### src/tlf_pkg.sv
`timescale 1ns / 1ps
`default_nettype none

package tlf_pkg;

  // tab stops sit at multiples of a power of two
  localparam int TAB_SHIFT = 3;
  localparam int TAB_STOP  = 1 << TAB_SHIFT;

  localparam logic [7:0] WIDTH_RESET = 8'd80;

  localparam logic [7:0] CH_TAB      = 8'h09;
  localparam logic [7:0] CH_LF       = 8'h0a;
  localparam logic [7:0] CH_FF       = 8'h0c;
  localparam logic [7:0] CH_CR       = 8'h0d;
  localparam logic [7:0] CH_SPACE    = 8'h20;
  localparam logic [7:0] CH_CARET    = 8'h5e;
  localparam logic [7:0] CH_DEL      = 8'h7f;
  localparam logic [7:0] CTRL_LIMIT  = 8'h20;
  localparam logic [7:0] CARET_FLIP  = 8'h40;
  localparam logic [7:0] CH_NULL     = 8'h00;

  localparam logic KIND_CHAR = 1'b0;
  localparam logic KIND_PAGE = 1'b1;

  // body operation of one queued transaction
  localparam logic [2:0] OP_NONE   = 3'd0;
  localparam logic [2:0] OP_CRLF   = 3'd1;
  localparam logic [2:0] OP_FF     = 3'd2;
  localparam logic [2:0] OP_SPACES = 3'd3;
  localparam logic [2:0] OP_CARET  = 3'd4;
  localparam logic [2:0] OP_CHAR   = 3'd5;

  localparam int QUEUE_DEPTH = 4;
  localparam int QPTR_W      = 2;
  localparam int QCNT_W      = 3;

  typedef struct packed {
    logic       wrap;   // emit CR LF before the body
    logic [2:0] op;
    logic [7:0] ch;     // byte for caret or plain character
    logic [7:0] col;    // column at start of body
    logic [7:0] stop;   // final column of a space run
  } desc_t;

endpackage

`default_nettype wire

### src/tlf_front.sv
`timescale 1ns / 1ps
`default_nettype none

module tlf_front (
  input  wire logic          clk,
  input  wire logic          rst_n,
  input  wire logic          in_valid,
  output logic               in_stall,
  input  wire logic [7:0]    in_byte,
  input  wire logic          cfg_valid,
  output logic               cfg_ready,
  input  wire logic [7:0]    cfg_line_width,
  input  wire logic          q_full,
  output logic               q_push,
  output tlf_pkg::desc_t     q_desc
);

  logic [7:0] width_r;
  logic [7:0] col_r, col_nxt;
  logic       skip_r, skip_nxt;

  logic       accept;
  logic       is_nl;
  logic       lazy;
  logic [7:0] c0;
  logic [8:0] tab_nt;
  logic       caret_wrap;

  assign in_stall  = q_full;
  assign cfg_ready = 1'b1;
  assign accept    = in_valid && !q_full;

  always_comb begin
    is_nl  = (in_byte == tlf_pkg::CH_LF) || (in_byte == tlf_pkg::CH_CR);
    lazy   = (col_r >= width_r);
    c0     = lazy ? 8'd0 : col_r;
    tab_nt = {1'b0, (c0 >> tlf_pkg::TAB_SHIFT) << tlf_pkg::TAB_SHIFT}
             + 9'(tlf_pkg::TAB_STOP);
    caret_wrap = (({1'b0, c0} + 9'd2) > {1'b0, width_r}) && (c0 != 8'd0);

    q_desc      = '0;
    q_desc.wrap = lazy;
    q_desc.ch   = in_byte;
    q_desc.col  = c0;
    col_nxt     = col_r;
    skip_nxt    = skip_r;
    q_push      = 1'b0;

    if (accept) begin
      skip_nxt = (in_byte == tlf_pkg::CH_FF);
      // newline right after a formfeed vanishes
      q_push   = !(skip_r && is_nl);
      if (is_nl) begin
        if (!skip_r) begin
          q_desc.wrap = 1'b1;
          q_desc.op   = tlf_pkg::OP_NONE;
          col_nxt     = 8'd0;
        end
      end else if (in_byte == tlf_pkg::CH_FF) begin
        q_desc.op = tlf_pkg::OP_FF;
        col_nxt   = 8'd0;
      end else if (in_byte == tlf_pkg::CH_TAB) begin
        if (tab_nt >= {1'b0, width_r}) begin
          q_desc.op = tlf_pkg::OP_CRLF;
          col_nxt   = 8'd0;
        end else begin
          q_desc.op   = tlf_pkg::OP_SPACES;
          q_desc.stop = tab_nt[7:0];
          col_nxt     = tab_nt[7:0];
        end
      end else if ((in_byte < tlf_pkg::CTRL_LIMIT) || (in_byte == tlf_pkg::CH_DEL)) begin
        q_desc.op = tlf_pkg::OP_CARET;
        if (caret_wrap) begin
          q_desc.wrap = 1'b1;
          q_desc.col  = 8'd0;
          col_nxt     = 8'd2;
        end else begin
          col_nxt = c0 + 8'd2;
        end
      end else begin
        q_desc.op = tlf_pkg::OP_CHAR;
        col_nxt   = c0 + 8'd1;
      end
    end
  end

  always_ff @(posedge clk) begin
    if (!rst_n) begin
      width_r <= tlf_pkg::WIDTH_RESET;
      col_r   <= 8'd0;
      skip_r  <= 1'b0;
    end else begin
      if (cfg_valid) begin
        width_r <= cfg_line_width;
      end
      col_r  <= col_nxt;
      skip_r <= skip_nxt;
    end
  end

endmodule

`default_nettype wire

### src/tlf_queue.sv
`timescale 1ns / 1ps
`default_nettype none

module tlf_queue (
  input  wire logic           clk,
  input  wire logic           rst_n,
  input  wire logic           push,
  input  wire tlf_pkg::desc_t push_desc,
  input  wire logic           pop,
  output tlf_pkg::desc_t      head,
  output logic                empty,
  output logic                full
);

  tlf_pkg::desc_t                 mem_r [tlf_pkg::QUEUE_DEPTH];
  logic [tlf_pkg::QPTR_W-1:0]     wr_r, rd_r;
  logic [tlf_pkg::QCNT_W-1:0]     cnt_r;

  assign empty = (cnt_r == '0);
  assign full  = (cnt_r == tlf_pkg::QCNT_W'(tlf_pkg::QUEUE_DEPTH));
  assign head  = mem_r[rd_r];

  always_ff @(posedge clk) begin
    if (push) begin
      mem_r[wr_r] <= push_desc;
    end
  end

  always_ff @(posedge clk) begin
    if (!rst_n) begin
      wr_r  <= '0;
      rd_r  <= '0;
      cnt_r <= '0;
    end else begin
      if (push) begin
        wr_r <= wr_r + 1'b1;
      end
      if (pop) begin
        rd_r <= rd_r + 1'b1;
      end
      case ({push, pop})
        2'b10:   cnt_r <= cnt_r + 1'b1;
        2'b01:   cnt_r <= cnt_r - 1'b1;
        default: cnt_r <= cnt_r;
      endcase
    end
  end

endmodule

`default_nettype wire

### src/tlf_back.sv
`timescale 1ns / 1ps
`default_nettype none

module tlf_back (
  input  wire logic           clk,
  input  wire logic           rst_n,
  input  wire tlf_pkg::desc_t head,
  input  wire logic           q_empty,
  output logic                q_pop,
  output logic                out_valid,
  input  wire logic           out_stall,
  output logic [7:0]          out_char,
  output logic                out_kind,
  output logic [7:0]          out_column,
  output logic                out_last
);

  localparam logic [1:0] ST_CR = 2'd0;
  localparam logic [1:0] ST_LF = 2'd1;
  localparam logic [1:0] ST_B0 = 2'd2;
  localparam logic [1:0] ST_B1 = 2'd3;

  tlf_pkg::desc_t desc_r;
  logic [1:0]     state_r, state_nxt;
  logic [7:0]     col_r, col_nxt;
  logic           busy_r;
  logic           out_valid_r;

  logic [7:0]     r_char;
  logic           r_kind;
  logic [7:0]     r_col;
  logic           r_last;
  logic           adv, emit, load;

  assign adv   = !out_valid_r || !out_stall;
  assign emit  = busy_r && adv;
  assign load  = !q_empty && (!busy_r || (emit && r_last));
  assign q_pop = load;
  assign out_valid = out_valid_r;

  always_comb begin
    r_char    = tlf_pkg::CH_CR;
    r_kind    = tlf_pkg::KIND_CHAR;
    r_col     = 8'd0;
    r_last    = 1'b0;
    state_nxt = state_r;
    col_nxt   = col_r;
    unique case (state_r)
      ST_CR: begin
        state_nxt = ST_LF;
      end
      ST_LF: begin
        r_char    = tlf_pkg::CH_LF;
        r_last    = (desc_r.op == tlf_pkg::OP_NONE);
        state_nxt = ST_B0;
      end
      ST_B0: begin
        unique case (desc_r.op)
          tlf_pkg::OP_CRLF: begin
            state_nxt = ST_B1;
          end
          tlf_pkg::OP_FF: begin
            r_char = tlf_pkg::CH_NULL;
            r_kind = tlf_pkg::KIND_PAGE;
            r_last = 1'b1;
          end
          tlf_pkg::OP_SPACES: begin
            r_char  = tlf_pkg::CH_SPACE;
            r_col   = col_r + 8'd1;
            col_nxt = col_r + 8'd1;
            r_last  = ((col_r + 8'd1) == desc_r.stop);
          end
          tlf_pkg::OP_CARET: begin
            r_char    = tlf_pkg::CH_CARET;
            r_col     = col_r + 8'd1;
            col_nxt   = col_r + 8'd1;
            state_nxt = ST_B1;
          end
          tlf_pkg::OP_CHAR: begin
            r_char = desc_r.ch;
            r_col  = col_r + 8'd1;
            r_last = 1'b1;
          end
          default: begin
            r_last = 1'b1;
          end
        endcase
      end
      ST_B1: begin
        if (desc_r.op == tlf_pkg::OP_CRLF) begin
          r_char = tlf_pkg::CH_LF;
        end else begin
          // second half of a caret pair
          r_char = desc_r.ch ^ tlf_pkg::CARET_FLIP;
          r_col  = col_r + 8'd1;
        end
        r_last = 1'b1;
      end
      default: begin
        r_last = 1'b1;
      end
    endcase
  end

  always_ff @(posedge clk) begin
    if (!rst_n) begin
      busy_r      <= 1'b0;
      state_r     <= ST_CR;
      col_r       <= 8'd0;
      out_valid_r <= 1'b0;
    end else begin
      if (load) begin
        busy_r  <= 1'b1;
        state_r <= head.wrap ? ST_CR : ST_B0;
        col_r   <= head.col;
      end else if (emit) begin
        if (r_last) begin
          busy_r <= 1'b0;
        end else begin
          state_r <= state_nxt;
          col_r   <= col_nxt;
        end
      end
      if (adv) begin
        out_valid_r <= busy_r;
      end
    end
  end

  always_ff @(posedge clk) begin
    if (load) begin
      desc_r <= head;
    end
    if (emit) begin
      out_char   <= r_char;
      out_kind   <= r_kind;
      out_column <= r_col;
      out_last   <= r_last;
    end
  end

endmodule

`default_nettype wire

### src/terminal_line_formatter.sv
// channel   direction  handshake           payload
// in_       input      in_valid/in_stall   in_byte
// out_      output     out_valid/out_stall out_char, out_kind, out_column, out_last
// cfg_      input      cfg_valid/cfg_ready cfg_line_width
//
// the front takes one byte per cycle while the 4-entry queue has room
// the back emits one result per cycle unless out_stall holds it; a queued byte gives 1 to 10 results
// a newline swallowed after a formfeed is still taken by the front and gives no result
// synchronous active-low reset; line width returns to 80, column and formfeed flag clear
// output register lets the back keep working until out_stall holds a waiting result
`timescale 1ns / 1ps
`default_nettype none

module terminal_line_formatter (
  input  wire logic       clk,
  input  wire logic       rst_n,
  input  wire logic       in_valid,
  output logic            in_stall,
  input  wire logic [7:0] in_byte,
  output logic            out_valid,
  input  wire logic       out_stall,
  output logic [7:0]      out_char,
  output logic            out_kind,
  output logic [7:0]      out_column,
  output logic            out_last,
  input  wire logic       cfg_valid,
  output logic            cfg_ready,
  input  wire logic [7:0] cfg_line_width
);

  tlf_pkg::desc_t push_desc;
  tlf_pkg::desc_t head;
  logic           push, pop, q_empty, q_full;

  tlf_front u_front (
    .clk            (clk),
    .rst_n          (rst_n),
    .in_valid       (in_valid),
    .in_stall       (in_stall),
    .in_byte        (in_byte),
    .cfg_valid      (cfg_valid),
    .cfg_ready      (cfg_ready),
    .cfg_line_width (cfg_line_width),
    .q_full         (q_full),
    .q_push         (push),
    .q_desc         (push_desc)
  );

  tlf_queue u_queue (
    .clk       (clk),
    .rst_n     (rst_n),
    .push      (push),
    .push_desc (push_desc),
    .pop       (pop),
    .head      (head),
    .empty     (q_empty),
    .full      (q_full)
  );

  tlf_back u_back (
    .clk        (clk),
    .rst_n      (rst_n),
    .head       (head),
    .q_empty    (q_empty),
    .q_pop      (pop),
    .out_valid  (out_valid),
    .out_stall  (out_stall),
    .out_char   (out_char),
    .out_kind   (out_kind),
    .out_column (out_column),
    .out_last   (out_last)
  );

endmodule

`default_nettype wire

### config.mk
export PLATFORM = sky130hd
export DESIGN_NAME = terminal_line_formatter
export DESIGN_NICKNAME = d
export VERILOG_FILES = /design/src/tlf_pkg.sv /design/src/tlf_front.sv /design/src/tlf_queue.sv /design/src/tlf_back.sv /design/src/terminal_line_formatter.sv
export SDC_FILE = /design/constraint.sdc
export NUM_CORES = 1
export LEC_CHECK = 0
export ABC_AREA = 1
export CORE_MARGIN = 3
export CORE_UTILIZATION = 30
export DETAILED_ROUTE_END_ITERATION = 8
export DONT_BUFFER_PORTS = 1
export GPL_TIMING_DRIVEN = 0
export SLEW_MARGIN = 0
export SYNTH_ARGS = -nofsm -noshare
export SYNTH_HDL_FRONTEND = slang
export SYNTH_SLANG_ARGS = --single-unit
export TNS_END_PERCENT = 5
### constraint.sdc
create_clock -name clk -period 3.1 [get_ports clk]
set_clock_uncertainty 0.1 [all_clocks]
set_input_delay 0.155 -clock clk [delete_from_list [all_inputs] [get_ports clk]]
set_output_delay 0.155 -clock clk [all_outputs]
set_load 0.02 [all_outputs]
==> results.rst, run 1 <==
.. list-table::
   :header-rows: 1

   * - Metric
     - Value
   * - Number of cells on the worst reg-to-reg path
     - 21
   * - CTS tree
     - done
   * - Initial cell density of the core
     - 0.306
   * - Die outline width
     - 172 um
   * - Via count of the first global-routing pass
     - 5828
   * - Most frequently used flop master after synthesis
     - edfxtp_1
   * - DRC viols
     - 0
   * - Ant. Diodes
     - 0
   * - Period utilization
     - 1.14
   * - Wire per inst
     - 14.8 um
   * - Sum of overflow across all layers after global routing
     - 0
   * - Xor-xnor portion of the synthesized cell area
     - 0.00847
   * - Result of the run
     - finished, violations left
   * - Min Clock Period, post-route
     - 3540 ps
   * - Startpoint of the most critical hold path
     - rst_n
   * - Violations in the final reports
     - negative setup slack
   * - Avg Inst Size Synth
     - 9.46 um^2
   * - Largest family of logic cells by synthesized area
     - simple AND/OR/NAND/NOR gates
   * - EDFF count, synth
     - 134
   * - Total clock buffers created by CTS
     - 17
   * - Total wire length
     - 19.2 mm
   * - Capturing element type of the critical path
     - flip-flop
   * - FILL cells
     - 2637
   * - Areal power density over the cells
     - 812 mW/mm^2
   * - Net count of the mapped netlist
     - 933
   * - Slew @ Worst Pin
     - 852 ps
   * - Fin worst setup slack
     - -440 ps
   * - Number of nets at the end of the flow
     - 995
   * - Area of the core
     - 0.0270 mm^2
   * - Fraction of the mapped netlist area in compound gates
     - 0.115
   * - Min-delay worst type
     - in2reg
   * - Detail Route Antenna Nets
     - 0
   * - Total non-filler cell area in the finished layout
     - 0.0101 mm^2
   * - Area of the mapped netlist
     - 0.00827 mm^2
   * - Master cell of the clock root buffer
     - clkbuf_16
   * - Share of Yosys cell area claimed by the top area cell type
     - 0.487
   * - Overall power
     - 8.21 mW
   * - Crit Reg-Reg Endpoint
     - u_queue.mem_r[3][12]
   * - DR pass1 iterations
     - 5
   * - Setup violation total in the final timing report
     - 68
   * - Worst reg-to-reg setup slack
     - -440 ps
   * - Number of vias after detailed routing
     - 6075
   * - RePlAce Congestion
     - 0.862
   * - Row count
     - 60
   * - Total routing usage reported by global routing
     - 0.134
   * - Share of layout cells above drive strength 1
     - 0.185
   * - Die area
     - 0.0296 mm^2
   * - P_leak
     - 3.91 nW
   * - Max-capacitance violation count
     - 0
   * - Floorplan die height
     - 172 um
   * - Most common cell after layout, fill and taps aside
     - nand2_1
   * - Sort of element at the start of the critical path
     - flip-flop
   * - Number of instances in the synthesized netlist
     - 874
   * - Number of vias per cell after detailed routing
     - 4.71
   * - Share of synthesized area spent on multiplexers
     - 0
   * - Total cell area at the placement stage
     - 0.00892 mm^2
   * - Total of buffers placed on input and output ports
     - 0
   * - Critical Path Source
     - u_front.width_r[5]
   * - Normalized max-slew margin
     - 0.431
   * - Synth Area in Simple Gates
     - 0.174
   * - Largest cells by area after synthesis
     - edfxtp_1, dfxtp_1, nand2_1
   * - Worst R2R Start
     - u_front.width_r[5]
   * - Register area share after synthesis
     - 0.579
   * - Post-Synth Adder-Cell Area
     - 0.0584
   * - Maximum resistive drop on vdd
     - 343 uV
   * - Number of antenna violations at the first check in global routing
     - 0
   * - Critical path required time
     - 3180 ps
   * - Library cell with the largest summed area after synthesis
     - edfxtp_1
   * - Post-synthesis to final-layout area growth
     - 22.2%
   * - Clock latency of the later-clocked register in the worst-skew pair
     - 430 ps
   * - Placed wire-length estimate after detailed placement
     - 13.3 mm
   * - Final Instance Count excl. Fillers
     - 1290
   * - Wire length of the first global-routing pass
     - 30.6 mm
   * - Maximum frequency from static timing analysis
     - 283 MHz
   * - Number of distinct standard cells referenced by the synthesized netlist
     - 41
   * - Worst Setup Slack post-DPL
     - -779 ps
   * - Critical path class
     - reg2reg
   * - Post-synthesis register bit count
     - 172
   * - Finished Core Util
     - 0.374
   * - Placed cell count
     - 1218
   * - Critical path peak fanout
     - 8
   * - Top-level I/O count
     - 42
   * - H-Tree Depth
     - 4
   * - Maximum count of clock buffers along a single path
     - 2
   * - Total Neg Setup Slack
     - -24000 ps
   * - Final Hold Fails
     - 0
   * - Worst hold margin
     - 5.64 ps
   * - Largest net degree at the start of global routing
     - 26
   * - Arr. time, crit path
     - 3620 ps
   * - CTS Sinks
     - 172
   * - Max-slew violation count
     - 0
   * - RSZ-0062 raised after global routing
     - yes
   * - Async SR Flop Fraction
     - 0
   * - Clock slew seen by the registers of the worst setup and hold paths
     - 70 ps
   * - Iteration-0 DRC count of the detailed router
     - 563
   * - Commonest cells after routing, fill and taps aside
     - nand2_1, edfxtp_1, nor2_1, inv_1, o21ai_0
   * - Yosys synthesis warning count
     - 0
   * - Worst setup endpoint
     - u_queue.mem_r[3][12]
worst min path at each step:
stage,endpoint,slack (ps),cells past startpoint
2_1_floorplan,u_queue.mem_r[0][16],150,0
3_3_place_gp,u_queue.mem_r[3][20],150,0
3_5_place_dp,u_queue.mem_r[0][20],150,0
4_1_cts,u_back.busy_r,6,2
5_1_grt,u_back.busy_r,20,2
6_report,u_back.busy_r,6,2
registers in the layout, indices dropped and copies added (netlist names), named ones only:
name,count
u_queue.wr_r,2
u_front.col_r,8
u_back.desc_r,16
u_queue.cnt_r,3
u_back.col_r,8
u_front.width_r,8
u_back.out_kind,1
u_back.out_char,8
u_queue.rd_r,2
u_back.out_valid,1
u_front.skip_r,1
u_back.state_r,2
u_queue.mem_r,100
u_back.out_column,8
u_back.out_last,1
u_back.busy_r,1
area by class of cell:
class,count,area (um^2),area share
plain buffers,24,118,0.0116
clock buffers,18,429,0.0425
clock inverters,14,155,0.0154
inverters,113,438,0.0433
multi-input cells,565,3310,0.328
flip-flops and latches,172,4820,0.477
well taps,341,427,0.0422
repair buffers,43,408,0.0404
power breakdown:
group          switching [mW]  total, mW  internal, mW
sequential              0.371       3.57          3.20
combinational            1.67       2.51         0.837
clock                   0.932       2.13          1.20
critical path, cell delays in order, from the launching register on:
cell and delay, ps:
dfxtp_2 340, inv_4 40, ha_4 230, a21oi_2 110, o21a_1 200, nand3_4 190, nor2_4 250, nand2_4 80
nor2_4 160, a21oi_2 80, ha_1 320, nand2_2 80, nor3_2 190, o21ai_2 90, a21boi_2 140, o32ai_2 90
nand2_1 110, nand2_4 100, nor2_4 110, nand2_4 130, nand2_2 110, inv_2 50
what timing repair did:
action	in CTS	in global routing
hold buffers	20	0
buffers inserted	13	7
pin swaps	24	16
resized for setup	61	36
setup endpoints to repair	83	82
hold endpoints to repair	56	0
kinds of logic (layout without fill, tap and decap cells):
group,count (synthesis),count (layout)
simple gates,347,347
flops,172,172
xor+xnor,8,8
other cells,1,1
compound gates,171,171
buf+inv,137,212
fa+ha+maj,38,38
per-layer routing:
layer	up-vias	routed length, um	global-route usage
met1	2826	9000	0.182
met2	149	8840	0.214
met5	-	0	0
met4	0	285	0.0451
li1	3078	-	-
met3	22	1030	0.0288
cells in the mapped netlist (6+ instances only):
master	instances
nand2_1	168
dfxtp_1	38
nor2_1	124
inv_1	113
nand3_1	21
o21ai_0	74
o21ai_1	10
nor3_1	7
nand4_1	6
ha_1	37
a21oi_1	50
edfxtp_1	134
a32o_1	8
o22ai_1	17
clkbuf_1	16
Note: power is estimated with default switching activity, not from simulation.
==> run 2: changes to the inputs <==
Settings changed: CTS_BUF_LIST set to sky130_fd_sc_hd__clkbuf_4 sky130_fd_sc_hd__clkbuf_8 sky130_fd_sc_hd__clkbuf_16.
==> run 2 against run 1 <==
The run still ends with negative setup slack left. Cell area hardly changed. Total power rose by 0.11%. Wire length barely moved. Sequential power about the same. Cell count is the same. Core utilization barely moved. Count of clock-buffer cells in the layout is the same. Clock power is essentially flat. Critical path type unchanged. Highest routed layer unchanged.
==> results.rst, run 2 (synthesis results as in run 1) <==
.. list-table::
   :header-rows: 1

   * - Metric
     - Value
   * - NetSw
     - 2.97 mW (about the same)
   * - Number of vias per cell after detailed routing
     - 4.73 (+0.38%)
   * - Maximum frequency from static timing analysis
     - 283 MHz (about the same)
   * - Wire length of the first global-routing pass
     - 30.6 mm (unchanged)
   * - Final Instance Count excl. Fillers
     - 1290 (unchanged)
   * - Fraction of power spent switching nets
     - 0.362 (-0.000381)
   * - Critical path peak fanout
     - 8 (unchanged)
   * - Initial cell density of the core
     - 0.306 (unchanged)
   * - RePlAce Congestion
     - 0.862 (unchanged)
   * - Most common cell after layout, fill and taps aside
     - nand2_1
   * - Maximum resistive drop on vdd
     - 343 uV (about the same)
   * - Max reg flops
     - 100 (unchanged)
   * - CTS tree
     - done
   * - Total non-filler cell area in the finished layout
     - 0.0101 mm^2 (about the same)
   * - Hold Path Depth
     - 1 (-1)
   * - Master cell of the clock root buffer
     - clkbuf_16
   * - FILL cells
     - 2638 (+0.038%)
   * - Maximum cell stage delay along the critical path
     - 340 ps (about the same)
   * - Normalized max-slew margin
     - 0.433 (+0.00137)
   * - Min-delay worst type
     - in2reg
   * - Iteration-0 DRC count of the detailed router
     - 574 (+2.0%)
   * - Top-level I/O count
     - 42 (unchanged)
   * - Area of the core
     - 0.0270 mm^2 (unchanged)
   * - Total of buffers placed on input and output ports
     - 0 (unchanged)
   * - RSZ-0062 raised after global routing
     - yes
   * - Cell type of the slowest stage on the worst timing path
     - dfxtp_2
   * - Die area
     - 0.0296 mm^2 (unchanged)
   * - Row count
     - 60 (unchanged)
   * - Largest net degree at the start of global routing
     - 26 (unchanged)
   * - Power share of the combinational group
     - 0.305 (about the same)
   * - Fin worst setup slack
     - -440 ps (-0.0960 ps)
   * - Number of buffers and inverters on the critical path
     - 2 (unchanged)
   * - Post-synthesis to final-layout area growth
     - 22.2% (about the same)
   * - Total Neg Setup Slack
     - -24050 ps (-51.9 ps)
   * - Wire per inst
     - 14.9 um (about the same)
   * - Floorplan die height
     - 172 um (unchanged)
   * - Cells along the critical path
     - inv_4 -> ha_4 -> a21oi_2 -> o21a_1 -> nand3_4 -> nor2_4 -> nand2_4 -> nor2_4 -> a21oi_2 -> ha_1 -> nand2_2 -> nor3_2 -> o21ai_2 -> a21boi_2 -> o32ai_2 -> nand2_1 -> nand2_4 -> nor2_4 -> nand2_4 -> nand2_2 -> inv_2
   * - Slew @ Worst Pin
     - 850 ps (-2.06 ps)
   * - Period utilization
     - 1.14 (about the same)
   * - Critical path required time
     - 3180 ps (about the same)
   * - Total routing usage reported by global routing
     - 0.134 (about the same)
   * - Sort of element at the start of the critical path
     - flip-flop
   * - Total cell area at the placement stage
     - 0.00892 mm^2 (unchanged)
   * - Placed wire-length estimate after detailed placement
     - 13.3 mm (unchanged)
   * - Min Clock Period, post-route
     - 3540 ps (+0.0960 ps)
   * - Maximum count of clock buffers along a single path
     - 2 (unchanged)
   * - Finished Core Util
     - 0.374 (about the same)
   * - Sum of overflow across all layers after global routing
     - 0 (unchanged)
   * - Internal power
     - 5.24 mW (+0.17%)
   * - Top cell family by delay on the critical path
     - simple AND/OR/NAND/NOR gates
   * - Total clock buffers created by CTS
     - 17 (unchanged)
   * - Share of layout cells above drive strength 1
     - 0.187 (+0.00105)
   * - Result of the run
     - finished, violations left
   * - Via count of the first global-routing pass
     - 5828 (unchanged)
   * - DR pass1 iterations
     - 6 (+1)
   * - DRC viols
     - 0 (unchanged)
   * - Violations in the final reports
     - negative setup slack
   * - Clock slew seen by the registers of the worst setup and hold paths
     - 70 ps (about the same)
   * - Max-capacitance violation count
     - 0 (unchanged)
   * - Capturing element type of the critical path
     - flip-flop
   * - Overall power
     - 8.22 mW (+0.11%)
   * - Number of vias after detailed routing
     - 6098 (+0.38%)
   * - Registers with the highest flip-flop counts
     - u_queue.mem_r x100, u_back.desc_r x16
   * - Clock network power share
     - 0.261 (about the same)
   * - Largest Register
     - u_queue.mem_r
   * - Max-slew violation count
     - 0 (unchanged)
   * - Setup violation total in the final timing report
     - 68 (unchanged)
   * - P_leak
     - 3.92 nW (about the same)
   * - Placed cell count
     - 1218 (unchanged)
   * - CTS Sinks
     - 172 (unchanged)
   * - Number of cells on the worst reg-to-reg path
     - 21 (unchanged)
   * - Worst hold margin
     - 14.4 ps (+8.77 ps)
   * - Clock latency of the later-clocked register in the worst-skew pair
     - 430 ps (about the same)
   * - Arr. time, crit path
     - 3620 ps (about the same)
   * - H-Tree Depth
     - 4 (unchanged)
   * - Worst Setup Slack post-DPL
     - -779 ps (unchanged)
   * - Final Hold Fails
     - 0 (unchanged)
   * - Total wire length
     - 19.2 mm (about the same)
   * - Number of nets at the end of the flow
     - 995 (unchanged)
   * - Detail Route Antenna Nets
     - 0 (unchanged)
   * - Areal power density over the cells
     - 813 mW/mm^2 (about the same)
   * - Ant. Diodes
     - 0 (unchanged)
   * - Die outline width
     - 172 um (unchanged)
   * - Critical path class
     - reg2reg
   * - Share of power burned in registers
     - 0.434 (about the same)
   * - Number of logic stages on the critical path including buffering
     - 21 (unchanged)
   * - Number of antenna violations at the first check in global routing
     - 0 (unchanged)
   * - Commonest cells after routing, fill and taps aside
     - nand2_1, edfxtp_1, nor2_1, inv_1, o21ai_0
## run 2: final timing paths
path | startpoint | slack, ps | to
max | u_front.width_r[5] | -440 | u_queue.mem_r[3][12]
min | out_stall | 10 | u_back.out_column[4]
max reg2reg | u_front.width_r[5] | -440 | u_queue.mem_r[3][12]
min reg2reg | u_front.col_r[0] | 380 | u_front.col_r[0]
## run 2: cell type report
class / instances / area, um^2 / area share
clock inverter: 14 / 155 / 0.0153
multi-input combinational: 565 / 3310 / 0.328
sequential: 172 / 4820 / 0.477
timing repair buffer: 43 / 408 / 0.0403
buffer: 24 / 118 / 0.0116
clock buffer: 18 / 433 / 0.0428
inverter: 113 / 438 / 0.0433
tap: 341 / 427 / 0.0422
## run 2: worst reg2reg max path, delay by kind of cell (launching register included)
kind / cells / cell delay [ps]
AO/OA/AOI/OAI: 6 / 710
adder cells (fa/ha/maj): 2 / 550
buffers and inverters: 2 / 90
flip-flops: 1 / 340
AND/OR/NAND/NOR: 11 / 1510
## run 2: routing by layer
metal,track usage,up-vias,share of wire
li1,-,3080,-
met1,0.182,2839,0.47
met2,0.214,158,0.46
met3,0.0288,21,0.051
met4,0.0451,0,0.014
met5,0,-,0
## run 2: what timing repair did
item / in CTS / in global routing
pin swaps: 24 / 16
hold buffers: 20 / 0
endpoints found under the hold margin: 56 / 0
resized for setup: 61 / 36
setup endpoints to repair: 83 / 82
buffers inserted: 13 / 7
## run 2: power groups by stage
stage                     registers (mW)  logic, mW  clock network [mW]
after floorplan                     3.51       1.76                   0
after global placement              3.60       2.32                   0
after detailed placement            3.60       2.39                   0
after CTS                           3.56       2.50                2.17
after global routing                3.63       2.85                2.28
final                               3.57       2.51                2.14
==> run 3: changes to the inputs <==
Settings changed: ABC_AREA 1 to unset, HOLD_SLACK_MARGIN set to 0.06.
==> run 3 against run 2 <==
The run still ends with negative setup slack left. Total power is 4.3% lower. First-iteration DRC count is 9.1% lower. Highest routed layer unchanged. Hold slack better by 120 ps. Setup slack worse by 510 ps. Cell count is 14% lower. Maximum frequency is 13% lower. Critical endpoint is now u_queue.mem_r[2][14]. Clock power is 2% higher.
==> results.rst, run 3 <==
.. list-table::
   :header-rows: 1

   * - Metric
     - Value
   * - Initial cell density of the core
     - 0.308 (+0.00176)
   * - Iteration-0 DRC count of the detailed router
     - 522 (-9.1%)
   * - Fin worst setup slack
     - -949 ps (-510 ps)
   * - Worst Setup Slack post-DPL
     - -1560 ps (-777 ps)
   * - Number of vias after detailed routing
     - 5531 (-9.3%)
   * - Setup violation total in the final timing report
     - 70 (+2.9%)
   * - Total wire length
     - 18.6 mm (-2.8%)
   * - Wire length of the first global-routing pass
     - 29.5 mm (-3.6%)
   * - Total routing usage reported by global routing
     - 0.123 (-0.0105)
   * - Post-synthesis register bit count
     - 172 (unchanged)
   * - Total clock buffers created by CTS
     - 17 (unchanged)
   * - Result of the run
     - finished, violations left
   * - Clock latency of the later-clocked register in the worst-skew pair
     - 430 ps (about the same)
   * - Sum of overflow across all layers after global routing
     - 0 (unchanged)
   * - Fraction of power spent switching nets
     - 0.339 (-0.0232)
   * - Share of power burned in registers
     - 0.435 (about the same)
   * - Via count of the first global-routing pass
     - 5356 (-8.1%)
   * - Critical Path Source
     - u_front.col_r[1]
   * - Clock network power share
     - 0.279 (+0.018)
   * - Violations in the final reports
     - negative setup slack
   * - Critical path required time
     - 3170 ps (about the same)
   * - WHS Endpoint
     - u_front.width_r[6]
   * - FILL cells
     - 2634 (-0.15%)
   * - Placed cell count
     - 1034 (-15%)
   * - Slew @ Worst Pin
     - 936 ps (+85.9 ps)
   * - Number of antenna violations at the first check in global routing
     - 0 (unchanged)
   * - NetSw
     - 2.66 mW (-10%)
   * - Worst hold margin
     - 132 ps (+117 ps)
   * - Crit Reg-Reg Endpoint
     - u_queue.mem_r[2][14]
   * - Final Instance Count excl. Fillers
     - 1107 (-14%)
   * - Avg Inst Size Synth
     - 12.6 um^2 (+34%)
   * - Die area
     - 0.0299 mm^2 (+1.1%)
   * - Cell type of the slowest stage on the worst timing path
     - dfxtp_1
   * - Die outline width
     - 173 um (+0.55%)
   * - DRC viols
     - 0 (unchanged)
   * - Sort of element at the start of the critical path
     - flip-flop
   * - Detail Route Antenna Nets
     - 0 (unchanged)
   * - Maximum count of clock buffers along a single path
     - 2 (unchanged)
   * - EDFF count, synth
     - 134 (unchanged)
   * - Largest cells by area after synthesis
     - edfxtp_1, dfxtp_1, mux4_2
   * - Hold Path Depth
     - 3 (+2)
   * - Most common cell in the synthesized netlist
     - edfxtp_1
   * - Crit-path most repeated cell
     - ha_4
   * - Most common cell after layout, fill and taps aside
     - edfxtp_1
   * - Areal power density over the cells
     - 767 mW/mm^2 (-5.6%)
   * - Internal power
     - 5.20 mW (-0.80%)
   * - Min Clock Period, post-route
     - 4050 ps (+510 ps)
   * - Critical path class
     - reg2reg
   * - Async SR Flop Fraction
     - 0 (unchanged)
   * - CTS tree
     - done
   * - Placed wire-length estimate after detailed placement
     - 12.5 mm (-6.1%)
   * - Cells along the critical path
     - ha_4 -> a211oi_4 -> o21ai_2 -> a21oi_2 -> clkbuf_8 -> and2_4 -> ha_4 -> nand4_1 -> xor2_1 -> nor2_2 -> ha_2 -> nor4_2 -> o311a_4 -> nor3_4 -> o2bb2ai_4 -> or3_4 -> and3_4
   * - H-Tree Depth
     - 4 (unchanged)
   * - Total non-filler cell area in the finished layout
     - 0.0103 mm^2 (+1.4%)
   * - Number of nets at the end of the flow
     - 781 (-22%)
   * - Clock slew seen by the registers of the worst setup and hold paths
     - 70 ps (about the same)
   * - Number of distinct standard cells referenced by the synthesized netlist
     - 71 (+73%)
   * - Wire per inst
     - 16.8 um (+13%)
   * - Max-slew violation count
     - 0 (unchanged)
   * - Most frequently used flop master after synthesis
     - edfxtp_1
   * - Registers with the highest flip-flop counts
     - u_queue.mem_r x100, u_back.desc_r x16
   * - RSZ-0062 raised after global routing
     - yes
   * - Period utilization
     - 1.31 (+0.164)
   * - Yosys synthesis warning count
     - 0 (unchanged)
   * - Number of instances in the synthesized netlist
     - 662 (-24%)
   * - Area of the core
     - 0.0272 mm^2 (+0.56%)
   * - RePlAce Congestion
     - 0.849 (-1.5%)
   * - Master cell of the clock root buffer
     - clkbuf_16
   * - Arr. time, crit path
     - 4120 ps (+500 ps)
   * - Largest Register
     - u_queue.mem_r
   * - Total of buffers placed on input and output ports
     - 0 (unchanged)
   * - Share of Yosys cell area claimed by the top area cell type
     - 0.481 (-0.00546)
   * - CTS Sinks
     - 172 (unchanged)
   * - DR pass1 iterations
     - 5 (-1)
   * - Total cell area at the placement stage
     - 0.00897 mm^2 (+0.53%)
   * - Capturing element type of the critical path
     - flip-flop
   * - Share of layout cells above drive strength 1
     - 0.231 (+0.0448)
   * - Register area share after synthesis
     - 0.572 (-0.00649)
   * - Normalized max-slew margin
     - 0.372 (-0.0604)
   * - Maximum resistive drop on vdd
     - 318 uV (-7.3%)
   * - Post-synthesis to final-layout area growth
     - 22.6%
   * - Min-delay worst type
     - in2reg
   * - Number of vias per cell after detailed routing
     - 5.00 (+5.7%)
   * - Startpoint of the most critical hold path
     - cfg_valid
   * - Top-level I/O count
     - 42 (unchanged)
   * - Maximum cell stage delay along the critical path
     - 460 ps (+120 ps)
   * - Worst R2R Start
     - u_front.col_r[1]
   * - Number of cells on the worst reg-to-reg path
     - 17 (-19%)
   * - Ant. Diodes
     - 0 (unchanged)
   * - Area of the mapped netlist
     - 0.00836 mm^2 (+1.1%)
   * - Max reg flops
     - 100 (unchanged)
   * - Row count
     - 60 (unchanged)
   * - Floorplan die height
     - 173 um (+0.55%)
   * - Largest net degree at the start of global routing
     - 26 (unchanged)
   * - Library cell with the largest summed area after synthesis
     - edfxtp_1
   * - Max-capacitance violation count
     - 0 (unchanged)
   * - Commonest cells after routing, fill and taps aside
     - edfxtp_1, nor2_1, inv_1, nand2_1
   * - Worst reg-to-reg setup slack
     - -950 ps (-510 ps)
   * - P_leak
     - 3.56 nW (-9.1%)
   * - Final Hold Fails
     - 0 (unchanged)
   * - Maximum frequency from static timing analysis
     - 247 MHz (-13%)
   * - Net count of the mapped netlist
     - 721 (-23%)
   * - Post-synth top cells
     - edfxtp_1, nor2_1, dfxtp_1, ha_1, inv_1
   * - Power share of the combinational group
     - 0.286 (-0.019)
   * - Critical path peak fanout
     - 8 (unchanged)
   * - Finished Core Util
     - 0.377 (+0.00332)
run 3: cell types whose count changed after synthesis, moves of 22 or more:
cell / before / now
nand2_1: 168 / 31
inv_1: 113 / 37
nor2_1: 124 / 49
o21ai_0: 74 / 29
mux4_2: 0 / 25
xnor2_1: 3 / 25
run 3: what timing repair did:
item,4_1_cts,5_1_grt
pin swaps,17,17
resized for setup,39,39
endpoints found under the setup margin,171,72
hold buffers,20,0
endpoints found under the hold margin,53,0
buffers inserted,16,5
run 3: routing by layer:
layer	share of wire	GRT usage
met5	0	0
met4	0.011	0.0328
met3	0.038	0.0294
met2	0.49	0.201
met1	0.46	0.166
run 3: final cells by class:
cell class              instances  area, um^2  area share
repair buffers                 41         362      0.0353
multi-input cells             419        3680       0.359
well taps                     372         465      0.0454
inverters                      38         158      0.0154
clock inverters                15         196      0.0192
flip-flops and latches        172        4800       0.468
clock buffers                  17         425      0.0415
plain buffers                  33         168      0.0163
run 3: power by group through the flow:
stage               Sequential [mW]  Clock, mW  Combinational [mW]
floorplan                      3.37          0                1.66
CTS                            3.41       2.24                2.21
global route                   3.47       2.34                2.51
detailed placement             3.46          0                2.11
global placement               3.45          0                2.09
finish                         3.42       2.19                2.25
run 3: stage by stage:
step	total power, mW	setup TNS (ps)
2_1_floorplan	5.03	-33390
3_3_place_gp	5.54	-126590
3_5_place_dp	5.57	-86410
4_1_cts	7.86	-50190
5_1_grt	8.31	-64660
6_report	7.87	-53870
run 3: worst max path at each step:
| stage | to | slack [ps] | depth (start not counted) |
|---|---|---|---|
| 2_1_floorplan | u_queue.mem_r[0][12] | -660 | 19 |
| 3_3_place_gp | u_front.col_r[7] | -1600 | 18 |
| 3_5_place_dp | u_front.col_r[7] | -1560 | 18 |
| 4_1_cts | u_queue.mem_r[2][12] | -870 | 19 |
| 5_1_grt | u_queue.mem_r[2][12] | -1090 | 19 |
| 6_report | u_queue.mem_r[2][14] | -950 | 17 |
run 3: worst max-delay path, delay by kind of cell (launching register included):
kind	cells	cell delay, ps
simple gates	7	1370
compound gates	5	810
fa+ha+maj	3	660
flops	1	460
buf+inv	1	190
xor+xnor	1	190
run 3: cell families after synthesis:
family | synth area share
xor+xnor | 0.0362
flops | 0.572
fa+ha+maj | 0.0577
mux | 0.0769
simple gates | 0.105
compound gates | 0.117
other cells | 0.000448
buf+inv | 0.0347
